$ cat src/rtl/core/scc_pkg.sv
// ----------------------------------------------------------------------------
// scc_pkg: shared types and constants of the sphere cell classifier
// Field widths, register indexes, class codes and the pipeline side-band
// structures that travel between the classifier's stages.
// ----------------------------------------------------------------------------
package scc_pkg;

  localparam int COORD_WIDTH = 24;
  localparam int MAG_WIDTH   = COORD_WIDTH - 1;   // radius, bands, wall distance
  localparam int DIFF_WIDTH  = COORD_WIDTH + 1;   // cell minus center
  localparam int ABS_WIDTH   = COORD_WIDTH;       // |cell minus center|
  localparam int SQ_WIDTH    = 2 * ABS_WIDTH;
  localparam int SUM_WIDTH   = SQ_WIDTH + 2;
  localparam int RAD_WIDTH   = 2 * MAG_WIDTH;     // squared distance of inside cells
  localparam int ROOT_WIDTH  = MAG_WIDTH;
  localparam int SQ_STEPS    = ROOT_WIDTH;
  localparam int REM_WIDTH   = ROOT_WIDTH + 2;
  localparam int FRAC_BITS   = 16;
  localparam int QUO_WIDTH   = FRAC_BITS + 1;
  localparam int NUM_WIDTH   = ABS_WIDTH + FRAC_BITS + 1;
  localparam int NORM_WIDTH  = 18;
  localparam int CFG_IDX_WIDTH = 3;

  localparam logic [QUO_WIDTH-1:0] NORMAL_ONE = QUO_WIDTH'(1) << FRAC_BITS;

  typedef enum logic [1:0] {
    CLASS_FLUID = 2'd0,
    CLASS_GHOST = 2'd1,
    CLASS_BODY  = 2'd2
  } cell_class_t;

  typedef enum logic [CFG_IDX_WIDTH-1:0] {
    REG_CENTER_X = 3'd0,
    REG_CENTER_Y = 3'd1,
    REG_CENTER_Z = 3'd2,
    REG_RADIUS   = 3'd3,
    REG_BAND_X   = 3'd4,
    REG_BAND_Y   = 3'd5,
    REG_BAND_Z   = 3'd6
  } reg_idx_t;

  // Side band of the front end and the square root chain.
  typedef struct packed {
    logic                           last;
    logic                           in_sphere;
    logic [2:0]                     neg;
    logic [2:0][ABS_WIDTH-1:0]      mag;
  } side_t;

  // Side band of the normal divider chain.
  typedef struct packed {
    logic                  last;
    cell_class_t           cls;
    logic [MAG_WIDTH-1:0]  gap;
    logic [2:0]            neg;
  } post_t;

endpackage

$ cat src/rtl/core/scc_sqrt_step.sv
// ----------------------------------------------------------------------------
// scc_sqrt_step: one stage of the pipelined integer square root
// Retires one root bit per stage from the top two radicand bits.
// ----------------------------------------------------------------------------
module scc_sqrt_step (
  input  logic                                clk,
  input  logic                                rst_n,
  input  logic                                en,
  input  logic                                valid_in,
  input  logic [scc_pkg::RAD_WIDTH-1:0]       rad_in,
  input  logic [scc_pkg::ROOT_WIDTH-1:0]      root_in,
  input  logic [scc_pkg::REM_WIDTH-1:0]       rem_in,
  input  scc_pkg::side_t                      side_in,
  output logic                                valid_out,
  output logic [scc_pkg::RAD_WIDTH-1:0]       rad_out,
  output logic [scc_pkg::ROOT_WIDTH-1:0]      root_out,
  output logic [scc_pkg::REM_WIDTH-1:0]       rem_out,
  output scc_pkg::side_t                      side_out
);

  logic                               valid_r;
  logic [scc_pkg::RAD_WIDTH-1:0]      rad_r, rad_nxt;
  logic [scc_pkg::ROOT_WIDTH-1:0]     root_r, root_nxt;
  logic [scc_pkg::REM_WIDTH-1:0]      rem_r, rem_nxt;
  scc_pkg::side_t                     side_r;
  logic [scc_pkg::REM_WIDTH+1:0]      work, trial;

  always_comb begin
    work  = {rem_in, rad_in[scc_pkg::RAD_WIDTH-1 -: 2]};
    trial = {2'b00, root_in, 2'b01};
    rad_nxt = rad_in << 2;
    if (work >= trial) begin
      rem_nxt  = scc_pkg::REM_WIDTH'(work - trial);
      root_nxt = {root_in[scc_pkg::ROOT_WIDTH-2:0], 1'b1};
    end else begin
      rem_nxt  = scc_pkg::REM_WIDTH'(work);
      root_nxt = {root_in[scc_pkg::ROOT_WIDTH-2:0], 1'b0};
    end
  end

  always_ff @(posedge clk) begin
    if (!rst_n) begin
      valid_r <= 1'b0;
    end else if (en) begin
      valid_r <= valid_in;
    end
  end

  always_ff @(posedge clk) begin
    if (en) begin
      rad_r  <= rad_nxt;
      root_r <= root_nxt;
      rem_r  <= rem_nxt;
      side_r <= side_in;
    end
  end

  assign valid_out = valid_r;
  assign rad_out   = rad_r;
  assign root_out  = root_r;
  assign rem_out   = rem_r;
  assign side_out  = side_r;

endmodule

$ cat config.mk
export PLATFORM = sky130hd
export DESIGN_NAME = scc_sqrt_step
export DESIGN_NICKNAME = d
export VERILOG_FILES = /design/src/rtl/core/scc_pkg.sv /design/src/rtl/core/scc_sqrt_step.sv
export SDC_FILE = /design/constraint.sdc
export NUM_CORES = 1
export LEC_CHECK = 0
export ABC_AREA = 1
export CAP_MARGIN = 20
export CORE_MARGIN = 2
export CORE_UTILIZATION = 35
export CTS_BUF_LIST = sky130_fd_sc_hd__clkbuf_4
export CTS_CLUSTER_SIZE = 12
export DETAILED_ROUTE_END_ITERATION = 8
export DONT_BUFFER_PORTS = 1
export RECOVER_POWER = 25
export SLEW_MARGIN = 5
export SYNTH_ARGS = -nofsm -noshare
export SYNTH_HDL_FRONTEND = slang
export SYNTH_SLANG_ARGS = --single-unit
$ cat constraint.sdc
create_clock -name clk -period 2.22 [get_ports clk]
set_input_delay 0.111 -clock clk [delete_from_list [all_inputs] [get_ports clk]]
set_output_delay 0.111 -clock clk [all_outputs]
set_load 0.01 [all_outputs]
==> impl_metrics.toml <==
[logic_synthesis]
synth_simple_gate_area_share_pct = 19.3
async_reset_ff_share_pct = 0
ys_ff_latch = 170
synth_top_area_share_pct = 67.0
synth-compound-area-share_pct = 1.14
synth.distinct_cells = 32
synth-xor-area-share_pct = 1.27
synthesis.instances = 687
netlist_area_sq_mm = 0.00757
synth_area_leaders = "edfxtp_1 67%, nand2_1 11%, inv_1 5.8%, ha_1 4.1%, nand4_1 2.7%"
synth_adder_area_share_pct = 4.13
yosys_warnings = 0
syn_area_per_cell_sq_um = 11.0
synth_top_family_by_area = "simple AND/OR/NAND/NOR gates"
synth_edf_count = 169
yosysTopAreaCell = "edfxtp_1"
yosysSeqAreaShare_pct = 67.3
synth_ff_type = "edfxtp_1"
muxShareOfSynthArea_pct = 0

[timing]
tns_ps = 0
worstMarginPinSlew_ps = 538
slew_headroom_pct = 64.1
skew_ps = 0
finalMaxSlewViolations = 0
setup_viol = 0
fmax_mhz = 503
fin_crit_ps = 1990
fin_crit_sh_pct = 89.6
hold_viol_final = 76
hold_ws_ps = -351
rsz0062_at_grt = "false"

[cts]
clk_latency_ps = 540
clockBufferDepth = 2
cts_hold_buffers = 174
h-tree-depth = 4
clk_pin_slew_ps = 180
post_cts_buffers = 0
cts_resized = 0
root_buffer = "clkbuf_4"
cts_tree = "built"
numCtsBuffers = 17
clock_sinks = 170

[worst_hold_path]
worstHoldStart = "en"
min_delay_path_depth = 0
hp-class = "input pin to flip-flop"

[floorplan]
ios = 347
die_w_um = 151
core-area_sq_mm = 0.0212
fp-row-count = 53
start_util_pct = 35.8
die-area_sq_mm = 0.0228
die_y_um = 151

[global_routing]
grt_pass1_vias = 5362
grt_pass1_wl_um = 30600
grt_max_degree = 172
antenna_found_initial = 0
grtUsageTotal_pct = 18.4
globalRouteOverflowTotal = 0

[finish]
utilization_pct = 47.2
nFillCells = 1949
multi_input_area_sq_mm = 0.00196
register_area_sq_mm = 0.00509
drive_above_1_share_pct = 6.50
nets = 1080
synthToLayoutAreaGrowth_pct = 31.7
antenna_cells = 0
stdcell_area_sq_mm = 0.00997

[power]
power.switching_mw = 2.03
power.share.sequential_pct = 61.1
combPwrFrac_pct = 13.0
p_int_mw = 4.82
leakagePower_nw = 4.29
ir_worst_vdd_mv = 0.246
switching_share_pct = 29.6
p_total_mw = 6.84
p_clk_share_pct = 25.9
p_per_area_mw_per_mm2 = 686

[place]
gp_congestion = 0.927
place_area_sq_mm = 0.00795
dpl.hpwl_um = 15600
port_buffers = 0

[detailed_routing]
drt-initial-drc-count = 263
wl_um = 22200
detail-route-antenna-nets = 0
viasPerCell = 4.65
detail_route.wl_per_cell_um = 19.0
dr.pass1.iters = 5
via_count = 5425
drc = 0

[setup_path]
critPathCaptureType = "flip-flop"
cp_common_cell = "nand2_1"
worst-path-max-fanout = 26
timing.critical_path.slowest_stage_cell = "dlygate4sd3_1"
crit_start = "root_in[3]"
r2r_start = "valid_out$_SDFFE_PN0P_"
arrival_ps = 2340
crit_type = "input pin to flip-flop"
cp_top_family = "simple AND/OR/NAND/NOR gates"
crit_path_cell_trace = "inv_1 > ha_1 > nand2_1 > inv_1 > a21oi_1 > nand2_2 > nand2_1 > nand2_1 > nand2_4 > nand3_4 > nand2_1 > nand2_1 > dlygate4sd3_1"
critPathLaunchType = "input pin"
cp.depth = 13
path_buf_inv = 3
crit_required_ps = 2570
slowest_delay_ps = 550
rr_worst_depth = 3

[run]
maxCapViolCount = 0

[run_status]
violations = "hold timing"
status = "complete, but fails checks"
==> cell usage in the layout, fill, tap and decap left out, drive strengths merged <==
cell,count
nor3,3
dfxtp,1
nand3,24
clkbuf,17
xor2,10
nand3b,2
inv,127
clkinvlp,1
nor3b,1
or2,1
o21ai,2
a21oi,13
and3,1
and2,2
nor2,34
nand4,33
buf,10
nand2,233
conb,2
edfxtp,169
clkinv,6
dlygate4sd3,174
xnor2,1
ha,25
==> cell usage after synthesis (3+ instances only) <==
cell type  instances
nand2_1          229
edfxtp_1         169
inv_1            118
nand4_1           33
nor2_1            29
ha_1              25
nand3_1           22
a21oi_1           12
xor2_1            10
buf_2              5
nor2_2             4
nand2_2            3
==> state kept, by name, summed over array words and instances (netlist names) <==
| register | flops |
|---|---|
| rad_out | 44 |
| rem_out | 25 |
| root_out | 23 |
| side_out | 77 |
| valid_out | 1 |
==> cells by family after synthesis <==
kind of cell               Yosys count
other                                1
and+or+nand+nor                    334
adders and majority gates           25
AOI/OAI and AO/OA                   15
xor gates and xnor gates            11
buffers and inverters              131
DFF                                170
==> metal layers <==
metal,share of wire [%],global-route usage (%),vias up
met5,0,0,-
met4,2.0,5.84,0
met3,7.4,5.21,26
met2,53,34.6,231
met1,37,19.7,2522
li1,-,-,2646
==> final timing paths <==
kind | slack [ps] | to
worst max-delay path | 230 | rem_out[1]$_DFFE_PP_
worst min-delay path | -350 | root_out[20]$_DFFE_PP_
worst max register to register | 930 | valid_out$_SDFFE_PN0P_
worst min register to register | 1190 | valid_out$_SDFFE_PN0P_
==> final cells by class <==
type	instances	share of cell area, %
repair buffers	184	18.5
inverters	120	4.52
clock buffers	17	1.28
clock inverters	14	1.54
multi-input cells	387	19.7
well taps	275	3.45
flip-flops and latches	170	51.1
==> power groups by stage <==
stage	Clock, mW	Combinational (mW)	Sequential (mW)
floorplan	0	0.484	4.17
global route	1.98	0.992	4.21
detailed placement	0	0.618	4.27
finish	1.77	0.886	4.18
CTS	1.84	0.887	4.19
global placement	0	0.610	4.27
==> per-stage QoR <==
step	setup slack, ps	cells
finish	231	1167
global route	112	1167
CTS	256	1167
detailed placement	104	962
global placement	178	962
floorplan	483	688
Note: power is estimated with default switching activity, not from simulation.
