### src/rtl/core/scc_pkg.sv
// ----------------------------------------------------------------------------
// scc_pkg: shared types and constants of the sphere cell classifier
// Field widths, register indexes, class codes and the pipeline side-band
// structures that travel between the classifier's stages.
// ----------------------------------------------------------------------------
package scc_pkg;

  localparam int COORD_WIDTH = 24;
  localparam int MAG_WIDTH   = COORD_WIDTH - 1;   // radius, bands, wall distance
  localparam int DIFF_WIDTH  = COORD_WIDTH + 1;   // cell minus center
  localparam int ABS_WIDTH   = COORD_WIDTH;       // |cell minus center|
  localparam int SQ_WIDTH    = 2 * ABS_WIDTH;
  localparam int SUM_WIDTH   = SQ_WIDTH + 2;
  localparam int RAD_WIDTH   = 2 * MAG_WIDTH;     // squared distance of inside cells
  localparam int ROOT_WIDTH  = MAG_WIDTH;
  localparam int SQ_STEPS    = ROOT_WIDTH;
  localparam int REM_WIDTH   = ROOT_WIDTH + 2;
  localparam int FRAC_BITS   = 16;
  localparam int QUO_WIDTH   = FRAC_BITS + 1;
  localparam int NUM_WIDTH   = ABS_WIDTH + FRAC_BITS + 1;
  localparam int NORM_WIDTH  = 18;
  localparam int CFG_IDX_WIDTH = 3;

  localparam logic [QUO_WIDTH-1:0] NORMAL_ONE = QUO_WIDTH'(1) << FRAC_BITS;

  typedef enum logic [1:0] {
    CLASS_FLUID = 2'd0,
    CLASS_GHOST = 2'd1,
    CLASS_BODY  = 2'd2
  } cell_class_t;

  typedef enum logic [CFG_IDX_WIDTH-1:0] {
    REG_CENTER_X = 3'd0,
    REG_CENTER_Y = 3'd1,
    REG_CENTER_Z = 3'd2,
    REG_RADIUS   = 3'd3,
    REG_BAND_X   = 3'd4,
    REG_BAND_Y   = 3'd5,
    REG_BAND_Z   = 3'd6
  } reg_idx_t;

  // Side band of the front end and the square root chain.
  typedef struct packed {
    logic                           last;
    logic                           in_sphere;
    logic [2:0]                     neg;
    logic [2:0][ABS_WIDTH-1:0]      mag;
  } side_t;

  // Side band of the normal divider chain.
  typedef struct packed {
    logic                  last;
    cell_class_t           cls;
    logic [MAG_WIDTH-1:0]  gap;
    logic [2:0]            neg;
  } post_t;

endpackage

### src/rtl/core/scc_div_step.sv
// ----------------------------------------------------------------------------
// scc_div_step: one stage of the three-lane normal divider
// Each lane retires one quotient bit of |d| * 2^16 / r per stage.
// ----------------------------------------------------------------------------
module scc_div_step (
  input  logic                                            clk,
  input  logic                                            rst_n,
  input  logic                                            en,
  input  logic                                            valid_in,
  input  logic [scc_pkg::ROOT_WIDTH-1:0]                  div_in,
  input  logic [2:0][scc_pkg::ROOT_WIDTH-1:0]             rem_in,
  input  logic [2:0][scc_pkg::QUO_WIDTH-1:0]              low_in,
  input  logic [2:0][scc_pkg::QUO_WIDTH-1:0]              quo_in,
  input  scc_pkg::post_t                                  post_in,
  output logic                                            valid_out,
  output logic [scc_pkg::ROOT_WIDTH-1:0]                  div_out,
  output logic [2:0][scc_pkg::ROOT_WIDTH-1:0]             rem_out,
  output logic [2:0][scc_pkg::QUO_WIDTH-1:0]              low_out,
  output logic [2:0][scc_pkg::QUO_WIDTH-1:0]              quo_out,
  output scc_pkg::post_t                                  post_out
);

  logic                                         valid_r;
  logic [scc_pkg::ROOT_WIDTH-1:0]               div_r;
  logic [2:0][scc_pkg::ROOT_WIDTH-1:0]          rem_r, rem_nxt;
  logic [2:0][scc_pkg::QUO_WIDTH-1:0]           low_r, low_nxt, quo_r, quo_nxt;
  scc_pkg::post_t                               post_r;
  logic [2:0][scc_pkg::ROOT_WIDTH:0]            work;
  logic [2:0]                                   ge;

  always_comb begin
    for (int i = 0; i < 3; i++) begin
      work[i]    = {rem_in[i], low_in[i][scc_pkg::QUO_WIDTH-1]};
      ge[i]      = work[i] >= {1'b0, div_in};
      rem_nxt[i] = ge[i] ? scc_pkg::ROOT_WIDTH'(work[i] - {1'b0, div_in})
                         : scc_pkg::ROOT_WIDTH'(work[i]);
      low_nxt[i] = low_in[i] << 1;
      quo_nxt[i] = {quo_in[i][scc_pkg::QUO_WIDTH-2:0], ge[i]};
    end
  end

  always_ff @(posedge clk) begin
    if (!rst_n) begin
      valid_r <= 1'b0;
    end else if (en) begin
      valid_r <= valid_in;
    end
  end

  always_ff @(posedge clk) begin
    if (en) begin
      div_r  <= div_in;
      rem_r  <= rem_nxt;
      low_r  <= low_nxt;
      quo_r  <= quo_nxt;
      post_r <= post_in;
    end
  end

  assign valid_out = valid_r;
  assign div_out   = div_r;
  assign rem_out   = rem_r;
  assign low_out   = low_r;
  assign quo_out   = quo_r;
  assign post_out  = post_r;

endmodule

### config.mk
export PLATFORM = sky130hd
export DESIGN_NAME = scc_div_step
export DESIGN_NICKNAME = d
export VERILOG_FILES = /design/src/rtl/core/scc_pkg.sv /design/src/rtl/core/scc_div_step.sv
export SDC_FILE = /design/constraint.sdc
export NUM_CORES = 1
export LEC_CHECK = 0
export BUFFER_PORTS_ARGS = -buffer_cell sky130_fd_sc_hd__buf_4
export CAP_MARGIN = 5
export CORE_AREA = 4 4 174 176
export DETAILED_ROUTE_END_ITERATION = 10
export DIE_AREA = 0 0 178 180
export PLACE_DENSITY_LB_ADDON = 0.2
export SYNTH_ARGS = -nofsm -noshare
export SYNTH_HDL_FRONTEND = slang
export SYNTH_SLANG_ARGS = --single-unit
### constraint.sdc
create_clock -name clk -period 4.09 [get_ports clk]
set_input_delay 0.818 -clock clk [delete_from_list [all_inputs] [get_ports clk]]
set_output_delay 0.818 -clock clk [all_outputs]
set_load 0.01 [all_outputs]
==> reports/metrics.yaml <==
critical_path:
  ff2ff_setup_slack_ns: 3.49
  startpoint_type: "input port"
  worst-endpoint-required_ns: 4.36
  endpoint_kind: "register"
  worstSetupStartpoint: "div_in[0]"
  worst_ep_arrival_time_ns: 3.43
  cp_max_fo: 28
  critPathKind: "input port to register"
  reg2reg_from: "valid_out"
  reg2reg_depth: 2
clock_network:
  cts_setup_buffers: 0
  cts_root_buf: "clkbuf_16"
  clock-sinks: 221
  htreeDepth: 1
  clk_latency_ns: 0.51
  post_cts_resized: 0
  cts_buffer_depth: 3
  cts_buffers: 25
  cts_hold_buf: 0
  tritoncts: "built"
  clk_pin_slew_ns: 0.06
min_path:
  hold_depth: 1
  hold_path_startpoint: "post_in[7]"
  worstHoldPathType: "input port to register"
routing:
  route.detailed.drc: 0
  firstDrtPassIters: 6
  vias_per_cell: 5.150
  wire_per_inst_microns: 21.10
  routed_wirelength_microns: 38010
  drt_iter0_drc: 656
  ant_nets: 0
  vias: 9276
power_and_ir_drop:
  p_leak_nw: 6.875
  pwr_density_cell_nw_per_um2: 423.9
  ir_worst_vdd_uv: 253.1
sta:
  hold_viol: 0
  skew_ns: 0
  tns_ns: 0
  drv_slew: 0
  slew-limit-headroom_pct: 45.34
  clock.fmax_mhz: 316.2
  post-route-period-util_pct: 77.33
  finalWorstSetupSlack_ns: 0.9274
  worst_pin_slew_ns: 0.8200
  rsz0062_at_grt: "false"
  finalSetupViolations: 0
  fin_crit_ns: 3.163
layout:
  utilization_pct: 55.83
  num-fill-cells: 2497
  stdcell_count: 1801
  drive_gt1_share_pct: 36.98
  final_cell_mix: "buf_4, edfxtp_1, nand2_1"
  design_area_sq_um: 15980
  diodes: 0
  nets: 1700
  layout.cells.most_common: "buf_4"
  syn_to_final_growth_pct: 40.86
die:
  start_util_pct: 39.63
  die_h_microns: 180
  dieArea_sq_um: 32040
  dieWidth_microns: 178
  fp-row-count: 62
  ios: 451
  coreArea_sq_um: 28630
synth:
  synth-edff-count: 220
  async_flop_share_pct: 0
  synthCells: 952
  syn_avg_cell_area_sq_um: 11.92
  syn_area_sq_um: 11340
  yosysUniqueCellTypes: 74
  yosysSeqAreaShare_pct: 58.41
  ys_seq_elements: 221
  synth-main-ff-cell: "edfxtp_1"
  ys_warn_count: 0
global_routing:
  grt_pass1_wl_microns: 55350
  grt-ovfl-total: 0
  grtUsageTotal_pct: 22.35
  antenna_found_initial: 1
  grt_pass1_vias: 9180
  grt_max_degree: 101
job:
  drv_cap: 0
place:
  place_area_sq_um: 15120
  dp_hpwl_microns: 30170
  gp_congestion: 0.9281
  dp.cells: 1758
  dp_slack_ns: 0.4422
  portBuffers: 444
run_status:
  status: "completed"
-- synth_stat cells (6+ instances only) --
| cell type | instances | share of area (%) |
|---|---|---|
| o21ai_0 | 70 | 3.1 |
| nand2b_1 | 6 | 0.33 |
| buf_2 | 17 | 0.75 |
| nand3_1 | 18 | 0.79 |
| mux2_2 | 8 | 0.79 |
| xnor2_1 | 23 | 1.8 |
| buf_4 | 7 | 0.46 |
| o21bai_1 | 13 | 0.86 |
| o21a_1 | 10 | 0.66 |
| ha_1 | 69 | 7.6 |
| nor2_1 | 73 | 2.4 |
| a21oi_1 | 65 | 2.9 |
| a21o_1 | 20 | 1.3 |
| xor2_1 | 21 | 1.6 |
| nand4_1 | 17 | 0.94 |
| a211oi_1 | 10 | 0.66 |
| nand2_1 | 91 | 3.0 |
| o31ai_1 | 7 | 0.46 |
| clkbuf_1 | 10 | 0.33 |
| edfxtp_1 | 220 | 58 |
| nor3_1 | 9 | 0.40 |
| inv_1 | 43 | 1.4 |
| o21ai_1 | 14 | 0.62 |
| nor2b_1 | 11 | 0.61 |
-- flip-flops by register name, summed over array words and instances, names as in the netlist --
name and flops:
div_out 23, low_out 48, post_out 29, quo_out 51, rem_out 69, valid_out 1
-- kinds of logic (layout without fill, tap and decap cells) --
family / after synthesis / in the layout / share of synthesized area [%]
compound gates: 268 / 268 / 15.34
simple gates: 254 / 254 / 10.39
flops: 221 / 221 / 58.41
buf+inv: 82 / 545 / 3.309
fa+ha+maj: 72 / 72 / 8.139
xor+xnor: 44 / 44 / 3.397
mux: 10 / 10 / 0.9816
other cells: 1 / 3 / 0.03306
-- metrics by stage --
| stage | total power [W] | hold slack [ns] |
|---|---|---|
| detailed placement | 0.004444 | 0.5159 |
| CTS | 0.006836 | 0.4552 |
| global route | 0.007091 | 0.4487 |
| finish | 0.006774 | 0.4790 |
| floorplan | 0.003649 | 0.5383 |
| global placement | 0.004430 | 0.5046 |
-- final cells by class --
type	count	area, sq um	share of cell area [%]
clock buffer	28	636.9	3.985
clock inverter	15	225.2	1.409
inverter	46	177.7	1.112
multi-input combinational	651	4353	27.24
sequential	221	6626	41.47
tap	384	480.5	3.007
timing repair buffer	456	3481	21.78
-- routing by layer --
metal,track usage (%),part of all wire (%),vias to the layer above
met3,5.231,8.1,50
li1,-,-,4470
met5,0,0.053,-
met4,3.837,1.8,2
met1,26.70,38,4402
met2,41.20,52,352
-- worst max-delay path, stage by stage --
cell and delay [ns]:
buf_4 0.14, ha_1 0.23, fa_1 0.39, and2b_1 0.22, o31a_1 0.26, o211ai_2 0.17, a31oi_2 0.30, nor2_4 0.09
inv_6 0.21, or4b_1 0.46, o211a_1 0.13
-- path summary, 6_finish.rpt --
check / end
setup / recovery: rem_out[65]
hold / removal: post_out[7]
setup reg to reg: valid_out
hold reg to reg: valid_out
-- where the power goes --
part / switching (W) / total (W) / internal (W) / leakage, nW
clock: 0.000886 / 0.00237 / 0.00149 / 0.423
combinational: 0.000829 / 0.00155 / 0.000725 / 4.29
sequential: 0.0000663 / 0.00285 / 0.00278 / 2.16
total: 0.00178 / 0.00677 / 0.00499 / 6.87
Power figures use the tool's default switching activity.
